`config.mk`:
```
export PLATFORM = sky130hd
export DESIGN_NAME = sorted_priority_queue_unit
export DESIGN_NICKNAME = d
export VERILOG_FILES = /design/src/rtl/spq_pkg.sv /design/src/rtl/sorted_priority_queue_unit.sv /design/src/rtl/spq_cell.sv
export SDC_FILE = /design/constraint.sdc
export NUM_CORES = 1
export LEC_CHECK = 0
export ABC_AREA = 1
export BUFFER_PORTS_ARGS = -buffer_cell sky130_fd_sc_hd__buf_2
export CELL_PAD_IN_SITES_DETAIL_PLACEMENT = 0
export CELL_PAD_IN_SITES_GLOBAL_PLACEMENT = 1
export CORE_MARGIN = 2
export CORE_UTILIZATION = 49
export CTS_CLUSTER_SIZE = 14
export DETAILED_ROUTE_END_ITERATION = 16
export GPL_ROUTABILITY_DRIVEN = 0
export PLACE_DENSITY_LB_ADDON = 0.1
export SYNTH_ARGS = -nofsm -noshare
export SYNTH_HDL_FRONTEND = slang
export SYNTH_SLANG_ARGS = --single-unit
```
`constraint.sdc`:
```
create_clock -name clk_i -period 7.4 [get_ports clk_i]
set_clock_uncertainty 0.1 [all_clocks]
set_input_delay 0.74 -clock clk_i [delete_from_list [all_inputs] [get_ports clk_i]]
set_output_delay 0.74 -clock clk_i [all_outputs]
set_load 0.05 [all_outputs]
```
`src/rtl/spq_pkg.sv`:
```
// Shared constants, codes and types for the sorted priority queue.
package spq_pkg;

  localparam int unsigned NumCells  = 8;
  localparam int unsigned ValueBits = 32;
  localparam int unsigned CountBits = $clog2(NumCells + 1);
  localparam int unsigned KindBits  = 2;
  localparam int unsigned StatusBits = 2;
  localparam int unsigned OutBits   = StatusBits + 3 * ValueBits + 2 + CountBits;
  localparam int unsigned OutBytes  = (OutBits + 7) / 8;

  localparam logic [KindBits-1:0] KindInsert = 2'd0;
  localparam logic [KindBits-1:0] KindRemove = 2'd1;
  localparam logic [KindBits-1:0] KindQuery  = 2'd2;

  localparam logic [StatusBits-1:0] StatusDone  = 2'd0;
  localparam logic [StatusBits-1:0] StatusFull  = 2'd1;
  localparam logic [StatusBits-1:0] StatusEmpty = 2'd2;

  typedef logic signed [ValueBits-1:0] value_t;

  typedef struct packed {
    logic insert;
    logic remove;
  } cell_ctrl_t;

endpackage

```
`src/rtl/sorted_priority_queue_unit.sv`:
```
// Sorted priority queue built as a chain of compare-and-shift cells.
// The result of a transaction is registered and presented in the cycle after it is accepted.
// Throughput: one transaction per cycle while results are taken; every cell compares against the new value in parallel.
// A new transaction is accepted when no result is pending or the pending result is taken in the same cycle.
// Reset clears the entry count, the result valid flag and the cell contents.
module sorted_priority_queue_unit (
  input  logic                                  clk_i,
  input  logic                                  rst_ni,
  input  logic                                  s_tvalid_i,
  output logic                                  s_tready_o,
  // Fields from bit 0: value.
  input  logic [spq_pkg::ValueBits-1:0]         s_tdata_i,
  // Fields from bit 0: kind.
  input  logic [spq_pkg::KindBits-1:0]          s_tuser_i,
  output logic                                  m_tvalid_o,
  input  logic                                  m_tready_i,
  // Fields from bit 0: status, removed_value, head_value, tail_value, empty_flag,
  // full_flag, entry_count, then zero fill.
  output logic [8*spq_pkg::OutBytes-1:0]        m_tdata_o
);
  import spq_pkg::*;

  logic                  out_valid_q, out_valid_d;
  logic [StatusBits-1:0] status_q, status_d;
  value_t                removed_q, removed_d;
  logic [CountBits-1:0]  count_q, count_d;

  logic       accept;
  logic       is_full;
  logic       queue_empty;
  cell_ctrl_t ctrl;
  value_t     new_value;

  value_t               cell_value [NumCells];
  logic [NumCells-1:0]  cell_keep;
  value_t               cell_tail  [NumCells];
  value_t               head_value;
  value_t               tail_value;

  assign s_tready_o  = !out_valid_q || m_tready_i;
  assign accept      = s_tvalid_i && s_tready_o;
  assign is_full     = (count_q == CountBits'(NumCells));
  assign queue_empty = (count_q == '0);
  assign new_value   = s_tdata_i;

  always_comb begin
    ctrl      = '0;
    status_d  = status_q;
    removed_d = removed_q;
    count_d   = count_q;
    if (accept) begin
      status_d  = StatusDone;
      removed_d = '0;
      unique case (s_tuser_i)
        KindInsert: begin
          if (is_full) begin
            status_d = StatusFull;
          end else begin
            ctrl.insert = 1'b1;
            count_d     = count_q + 1'b1;
          end
        end
        KindRemove: begin
          if (queue_empty) begin
            status_d = StatusEmpty;
          end else begin
            ctrl.remove = 1'b1;
            removed_d   = cell_value[0];
            count_d     = count_q - 1'b1;
          end
        end
        default: begin
          status_d = StatusDone;
        end
      endcase
    end
  end

  for (genvar i = 0; i < NumCells; i++) begin : g_cell
    value_t left_value;
    value_t right_value;
    logic   left_keep;

    if (i == 0) begin : g_first
      assign left_value = new_value;
      assign left_keep  = 1'b0;
    end else begin : g_mid
      assign left_value = cell_value[i-1];
      assign left_keep  = cell_keep[i-1];
    end

    if (i == NumCells - 1) begin : g_last
      assign right_value = cell_value[i];
    end else begin : g_inner
      assign right_value = cell_value[i+1];
    end

    spq_cell u_cell (
      .clk_i        (clk_i),
      .rst_ni       (rst_ni),
      .ctrl_i       (ctrl),
      .new_value_i  (new_value),
      .left_value_i (left_value),
      .left_keep_i  (left_keep),
      .right_value_i(right_value),
      .valid_i      (count_q > CountBits'(i)),
      .tail_i       (count_q == CountBits'(i + 1)),
      .value_o      (cell_value[i]),
      .keep_o       (cell_keep[i]),
      .tail_value_o (cell_tail[i])
    );
  end

  always_comb begin
    tail_value = '0;
    for (int unsigned i = 0; i < NumCells; i++) begin
      tail_value = tail_value | cell_tail[i];
    end
  end

  assign head_value = queue_empty ? '0 : cell_value[0];

  always_comb begin
    out_valid_d = out_valid_q;
    if (accept) begin
      out_valid_d = 1'b1;
    end else if (m_tready_i) begin
      out_valid_d = 1'b0;
    end
  end

  always_ff @(posedge clk_i or negedge rst_ni) begin
    if (!rst_ni) begin
      out_valid_q <= 1'b0;
      count_q     <= '0;
    end else begin
      out_valid_q <= out_valid_d;
      count_q     <= count_d;
    end
  end

  always_ff @(posedge clk_i) begin
    status_q  <= status_d;
    removed_q <= removed_d;
  end

  assign m_tvalid_o = out_valid_q;
  assign m_tdata_o  = (8 * OutBytes)'({count_q, is_full, queue_empty,
                                       tail_value, head_value, removed_q, status_q});

endmodule

```
`src/rtl/spq_cell.sv`:
```
// One storage cell of the sorted chain: holds a value and shifts with its neighbors.
module spq_cell (
  input  logic               clk_i,
  input  logic               rst_ni,
  input  spq_pkg::cell_ctrl_t ctrl_i,
  input  spq_pkg::value_t    new_value_i,
  input  spq_pkg::value_t    left_value_i,
  input  logic               left_keep_i,
  input  spq_pkg::value_t    right_value_i,
  input  logic               valid_i,
  input  logic               tail_i,
  output spq_pkg::value_t    value_o,
  output logic               keep_o,
  output spq_pkg::value_t    tail_value_o
);
  import spq_pkg::*;

  value_t value_q;
  value_t value_d;

  // The cell keeps its entry on an insert when the entry is at least the new value.
  assign keep_o = valid_i && (value_q >= new_value_i);

  always_comb begin
    value_d = value_q;
    if (ctrl_i.insert) begin
      if (keep_o) begin
        value_d = value_q;
      end else if (left_keep_i) begin
        value_d = new_value_i;
      end else begin
        value_d = left_value_i;
      end
    end else if (ctrl_i.remove) begin
      value_d = right_value_i;
    end
  end

  always_ff @(posedge clk_i or negedge rst_ni) begin
    if (!rst_ni) begin
      value_q <= '0;
    end else begin
      value_q <= value_d;
    end
  end

  assign value_o      = value_q;
  assign tail_value_o = tail_i ? value_q : '0;

endmodule

```
==> results of run 1 <==
## metrics by stage
step                      instance area [sq um]  hold slack, ns  power (uW)
after floorplan                           23500           0.344        8250
after global placement                    24500           0.392       10600
after global routing                      25800           0.114       13800
after detailed placement                  24500           0.394       10700
after CTS                                 25800           0.106       12700
final                                     25800          0.0340       12900
## per-layer routing
metal  routed length, microns  vias up  global-route usage [%]
li1                         -    11400                       -
met5                        0        -                       0
met2                    39100     1487                    55.4
met3                    12100      245                    9.81
met4                     4020        0                    16.1
met1                    39800    11500                    53.3
## cells in the mapped netlist (5+ instances only)
cell type  count
a21o_1        10
nor3_1        37
o211ai_1       6
clkbuf_1      75
o21ai_0      286
buf_1         10
a221oi_1      49
a21oi_1      333
inv_1        355
dfrtp_1      261
o21ai_1       32
buf_6          8
o221ai_1       6
nand2_1     1103
o21bai_1       5
nand3_1       53
buf_2         50
o21a_1        15
ha_1         260
edfxtp_1      34
nand4_1       25
buf_4         17
nor2_1       322
o22ai_1       29
nand2_2       20
## critical path, cell delays in order, from the launching register on
cell      delay (ns)
dfrtp_1         0.48
inv_1           0.14
nor2_1          0.07
nand2_1         0.51
clkinv_1        0.69
buf_4           0.48
a221oi_1        0.68
o221ai_1        0.27
a21oi_1         0.21
o21ai_0         0.11
buf_2           0.22
## area by class of cell
class	instances	area [sq um]	area share, %
Timing Repair Buffer	177	993	3.85
Tap cell	615	769	2.98
Clock inverter	16	150	0.582
Inverter	362	1360	5.28
Clock buffer	53	1120	4.35
Sequential cell	295	7550	29.3
Multi-Input combinational cell	2621	13900	53.7
## where the power goes
group | switching, uW | internal [uW]
sequential | 919 | 2380
clock | 791 | 1160
combinational | 5520 | 2150
total | 7230 | 5680
## placed cells by master (no fill, tap or decap), types with 2 or more instances in the layout
master / synthesis / layout
o21ai_0: 286 / 286
nand2_1: 1103 / 1097
clkinv_1: 3 / 10
a21oi_1: 333 / 333
nand3b_1: 2 / 2
o221ai_1: 6 / 6
buf_2: 50 / 142
o21bai_1: 5 / 5
a21o_1: 10 / 10
ha_1: 260 / 260
o22ai_1: 29 / 29
o211ai_1: 6 / 6
bufinv_16: 0 / 3
clkinv_2: 0 / 6
nor4_2: 3 / 3
a221oi_1: 49 / 49
nor3b_2: 3 / 3
clkbuf_1: 75 / 7
xor2_1: 4 / 4
edfxtp_1: 34 / 34
inv_2: 4 / 4
o21ai_1: 32 / 32
inv_1: 355 / 353
nand3_1: 53 / 53
clkbuf_8: 0 / 5
nand2_2: 20 / 25
nor2_1: 322 / 320
nor3_1: 37 / 36
o2111ai_1: 4 / 4
nor2_2: 4 / 5
clkbuf_16: 0 / 41
o21a_1: 15 / 15
a211oi_1: 3 / 3
buf_4: 17 / 33
dfrtp_1: 261 / 261
nand4_1: 25 / 25
## kinds of logic (layout without fill, tap and decap cells)
group	count (synthesis)	in the layout	share of synthesized area [%]
adder cells (fa/ha/maj)	260	260	13.8
AO/OA/AOI/OAI	780	780	18.1
XOR/XNOR	4	4	0.149
buffers and inverters	525	608	9.19
AND/OR/NAND/NOR	1576	1576	26.6
flip-flops	295	295	32.1
multiplexers	1	1	0.0479
## sequential cells by signal, indices dropped and copies added, names as in the netlist
signal and count:
count_q 4, g_cell.u_cell.value_o 256, m_tvalid_o 1, removed_q 32, status_q 2
## worst paths after layout
check / cells past startpoint / to / slack (ns) / start
min in group clk_i: 4 / m_tvalid_o$_DFFE_PN0P_ / 0.36 / m_tready_i
setup / recovery: 10 / m_tdata_o[66] / 2.12 / count_q[2]$_DFFE_PN0P_
hold reg to reg: 2 / g_cell[5].u_cell.value_o[0]$_DFFE_PN0P_ / 0.41 / g_cell[5].u_cell.value_o[0]$_DFFE_PN0P_
hold / removal: 1 / g_cell[6].u_cell.value_o[4]$_DFFE_PN0P_ / 0.03 / rst_ni
setup reg to reg: 9 / g_cell[0].u_cell.value_o[29]$_DFFE_PN0P_ / 2.36 / count_q[3]$_DFFE_PN0P_
max in group asynchronous: 2 / g_cell[0].u_cell.value_o[22]$_DFFE_PN0P_ / 5.90 / rst_ni
==> flow_summary.json, run 1 <==
{
  "fin_tns_setup_ns": 0,
  "initial_core_util_pct": 49.5,
  "cts_tree": "yes",
  "cts.reportedPaths.clkPinSlew_ns": 0.06,
  "p_leak_uw": 0.0141,
  "dp.cells": 4070,
  "synth-edff-count": 34,
  "cap_viol_max_count": 0,
  "syn_avg_cell_area_sq_um": 6.84,
  "numClockSinks": 295,
  "cts_buffer_depth": 3,
  "critPathRequiredTime_ns": 6.56,
  "async_flop_share_pct": 88.5,
  "postCtsSetupRepairBufs": 0,
  "dr_total_vias": 24600,
  "synth_flop_cell": "dfrtp_1",
  "totalWireLength_mm": 95.1,
  "period_minus_slack_ns": 5.28,
  "rows": 80,
  "insertion_delay_ns": 0.57,
  "io-pin-count": 144,
  "grtUsageTotal_pct": 38.0,
  "hold_viol_final": 0,
  "root_buffer": "clkbuf_16",
  "holdBufCountCts": 0,
  "drv_slew": 0,
  "hold_path.class": "primary input to async pin",
  "crit_fanout": 19,
  "rsz0062_at_grt": "no",
  "port_buffers": 143,
  "max_freq_ghz": 0.189,
  "avgViaCountPerCell": 5.95,
  "area_growth_pct": 9.68,
  "synth.area.top_cells": "dfrtp_1 (28%), nand2_1 (18%), ha_1 (14%)",
  "path_class": "flip-flop to output port",
  "drc_errors": 0,
  "yosys_warnings": 0,
  "grt_max_degree": 135,
  "numCtsBuffers": 39,
  "dp_slack_ns": 2.06,
  "nNetsFinal": 3794,
  "synth_cell_type_count": 42,
  "insertedDiodeCount": 0,
  "grt_pass1_vias": 23100,
  "irDropWorstVdd_v": 0.000369,
  "cts-resized-gates": 0,
  "cp-end-kind": "output port",
  "h-tree-depth": 2,
  "min_period_over_period_pct": 71.4,
  "wl_per_cell_microns": 23.0,
  "core-area_sq_um": 47500,
  "worst_pin_slew_ns": 1.25,
  "grt_overflow_total": 0,
  "netlist.area_leader.share_pct": 27.8,
  "first_iter_violations": 3121,
  "syn-num-nets": 3739,
  "postLayoutCoreUtil_pct": 54.3,
  "die_area_sq_um": 49800,
  "fill_cells": 4718,
  "firstDrtPassIters": 6,
  "drive_above_1_share_pct": 8.00,
  "fin_ws_ns": 2.12,
  "setup_viol": 0,
  "status": "complete, no violations",
  "dp_hpwl_mm": 63.1,
  "synth.cell_area_sq_um": 23500,
  "yosys.area.top_type": "dfrtp_1",
  "grt_pass1_wl_mm": 143,
  "cp-start-kind": "flip-flop",
  "antenna_found_initial": 2,
  "final_cell_count_no_fill": 4139,
  "relSlewSlack_pct": 16.4,
  "fp.dieH_microns": 223,
  "yosysSeqAreaShare_pct": 32.1,
  "power_density_nw_per_um2": 500,
  "synth_cells": 3441,
  "die_x_microns": 223,
  "detail-route-antenna-nets": 0,
  "synth_seq_cells": 295,
  "worstPathArrival_ns": 4.44
}
Note: power is estimated with default switching activity, not from simulation.
==> inputs of run 2 (changes only) <==
CORE_UTILIZATION = 45   (was 49)
clock period = 4.96 ns   (was 7.4 ns; I/O delays follow)
==> run 2 against run 1 <==
Largest power group unchanged. Final cell count is 2.0% higher. Register-to-register slack got worse by 1.3 ns. Critical path depth decreased by 2. Sequential share of layout area decreased by 0.35 points.
==> flow_summary.json, run 2 (synthesized netlist as in run 1, its figures left out) <==
{
  "nNetsFinal": 3810,
  "power_density_nw_per_um2": 741,
  "postCtsSetupRepairBufs": 0,
  "io-pin-count": 144,
  "dp_hpwl_mm": 65.7,
  "startpoint": "count_q[3]$_DFFE_PN0P_",
  "core-area_sq_um": 51500,
  "firstDrtPassIters": 6,
  "insertion_delay_ns": 0.58,
  "critPathRequiredTime_ns": 4.36,
  "clkPwrFrac_pct": 15.0,
  "first_iter_violations": 2866,
  "cts.reportedPaths.clkPinSlew_ns": 0.05,
  "fin_tns_setup_ns": 0,
  "largest_register_ffs": 256,
  "worstPathArrival_ns": 3.62,
  "rows": 83,
  "grt_pass1_vias": 22800,
  "cts_buffer_depth": 3,
  "relSlewSlack_pct": 26.2,
  "grt-busiest-layer": "met2",
  "die_x_microns": 233,
  "cts_tree": "yes",
  "die_area_sq_um": 54100,
  "drive_above_1_share_pct": 8.24,
  "totalWireLength_mm": 97.5,
  "swShare_pct": 55.9,
  "avgViaCountPerCell": 5.83,
  "path_class": "flip-flop to output port",
  "met2_usage_pct": 55.5,
  "h-tree-depth": 2,
  "finalPower_uw": 19400,
  "cp-end-kind": "output port",
  "final_cell_mix": "nand2_1 (1098), inv_1 (354), a21oi_1 (333)",
  "fin_ws_ns": 0.742,
  "p_leak_uw": 0.0142,
  "hp-start": "m_tready_i",
  "antenna_found_initial": 1,
  "root_buffer": "clkbuf_16",
  "grt_max_degree": 103,
  "cts-resized-gates": 0,
  "cap_viol_max_count": 0,
  "dr_total_vias": 24600,
  "wl_per_cell_microns": 23.1,
  "max_freq_ghz": 0.237,
  "status": "complete, no violations",
  "numCtsBuffers": 38,
  "cp-start-kind": "flip-flop",
  "hold_viol_final": 0,
  "crit_fanout": 10,
  "dp_slack_ns": 0.785,
  "grt_overflow_total": 0,
  "netSwitchingPower_uw": 10800,
  "area_growth_pct": 11.0,
  "p_int_uw": 8540,
  "irDropWorstVdd_v": 0.000507,
  "pwr-share-comb_pct": 59.7,
  "drv_slew": 0,
  "hold_path.class": "primary input to flip-flop",
  "fp.dieH_microns": 233,
  "period_minus_slack_ns": 4.22,
  "min_period_over_period_pct": 85.0,
  "drc_errors": 0,
  "setup_viol": 0,
  "grt_use_met3_pct": 5.63,
  "final_common_cell": "nand2_1",
  "worst_pin_slew_ns": 1.11,
  "r2r_start": "g_cell[7].u_cell.value_o[31]$_DFFE_PN0P_",
  "insertedDiodeCount": 0,
  "detail-route-antenna-nets": 0,
  "rsz0062_at_grt": "no",
  "grtUsageTotal_pct": 36.1,
  "grt_pass1_wl_mm": 146,
  "port_buffers": 143,
  "globalRouteMet1Util_pct": 50.4,
  "numClockSinks": 295,
  "initial_core_util_pct": 45.7,
  "seqPwrFrac_pct": 25.2
}
## run 2: cell types whose count changed in the layout (fill, tap and decap cells not counted), sizes merged
cell,delta
buf,+16
clkbuf,+9
clkinv,-8
clkinvlp,-1
dlygate4sd3,+1
inv,+1
## run 2: worst paths after layout
| kind | end | cells after the start | slack, ns |
|---|---|---|---|
| worst max-delay path | m_tdata_o[75] | 8 | 0.74 |
| worst min-delay path | m_tvalid_o$_DFFE_PN0P_ | 4 | 0.10 |
| worst max register to register | g_cell[7].u_cell.value_o[14]$_DFFE_PN0P_ | 13 | 1.06 |
| worst min register to register | g_cell[5].u_cell.value_o[0]$_DFFE_PN0P_ | 2 | 0.41 |
| max in group asynchronous | g_cell[7].u_cell.value_o[25]$_DFFE_PN0P_ | 3 | 3.27 |
| min in group asynchronous | g_cell[5].u_cell.value_o[6]$_DFFE_PN0P_ | 2 | 0.39 |
## run 2: timing repair
item,4_1_cts,5_1_grt
endpoints found under the hold margin,98,0
hold buffers,1,0
setup endpoints to repair,0,0
## run 2: power groups by stage
stage	Combinational, uW	Sequential [uW]	Clock, uW
2_1_floorplan	7770	4530	0
3_3_place_gp	11100	4850	0
3_5_place_dp	11300	4880	0
4_1_cts	11400	4840	2940
5_1_grt	12600	5030	3020
6_report	11600	4890	2910
## run 2: routing by layer
layer / vias to the layer above / share of wire (%)
li1: 11400 / -
met1: 11600 / 42
met2: 1320 / 44
met3: 244 / 9.5
met4: 0 / 4.4
met5: - / 0
## run 2: cell type report
cell class                      count  area (sq um)
Fill cell                        5242         25400
Multi-Input combinational cell   2621         13900
Sequential cell                   295          7550
Inverter                          362          1360
Timing Repair Buffer              194          1240
Clock buffer                       62          1140
Tap cell                          680           851
Clock inverter                      8           113
## run 2: stage by stage
stage / cell area [sq um] / util, % / cells / hold slack [ns]
detailed placement: 24800 / 48.2 / 4151 / 0.394
finish: 26100 / 50.7 / 4222 / 0.102
floorplan: 23500 / - / 3441 / 0.100
global route: 26100 / 50.7 / 4222 / 0.139
CTS: 26100 / 50.7 / 4222 / 0.0819
global placement: 24800 / 48.2 / 4151 / 0.392
## run 2: critical path: stages, from the launching register on
cell and delay, ns:
dfrtp_1 0.53, nor2_1 0.43, inv_2 0.20, nor2_2 0.14, clkinv_1 0.73, o22ai_1 0.44, a221oi_1 0.08, nand2_1 0.19
buf_2 0.30
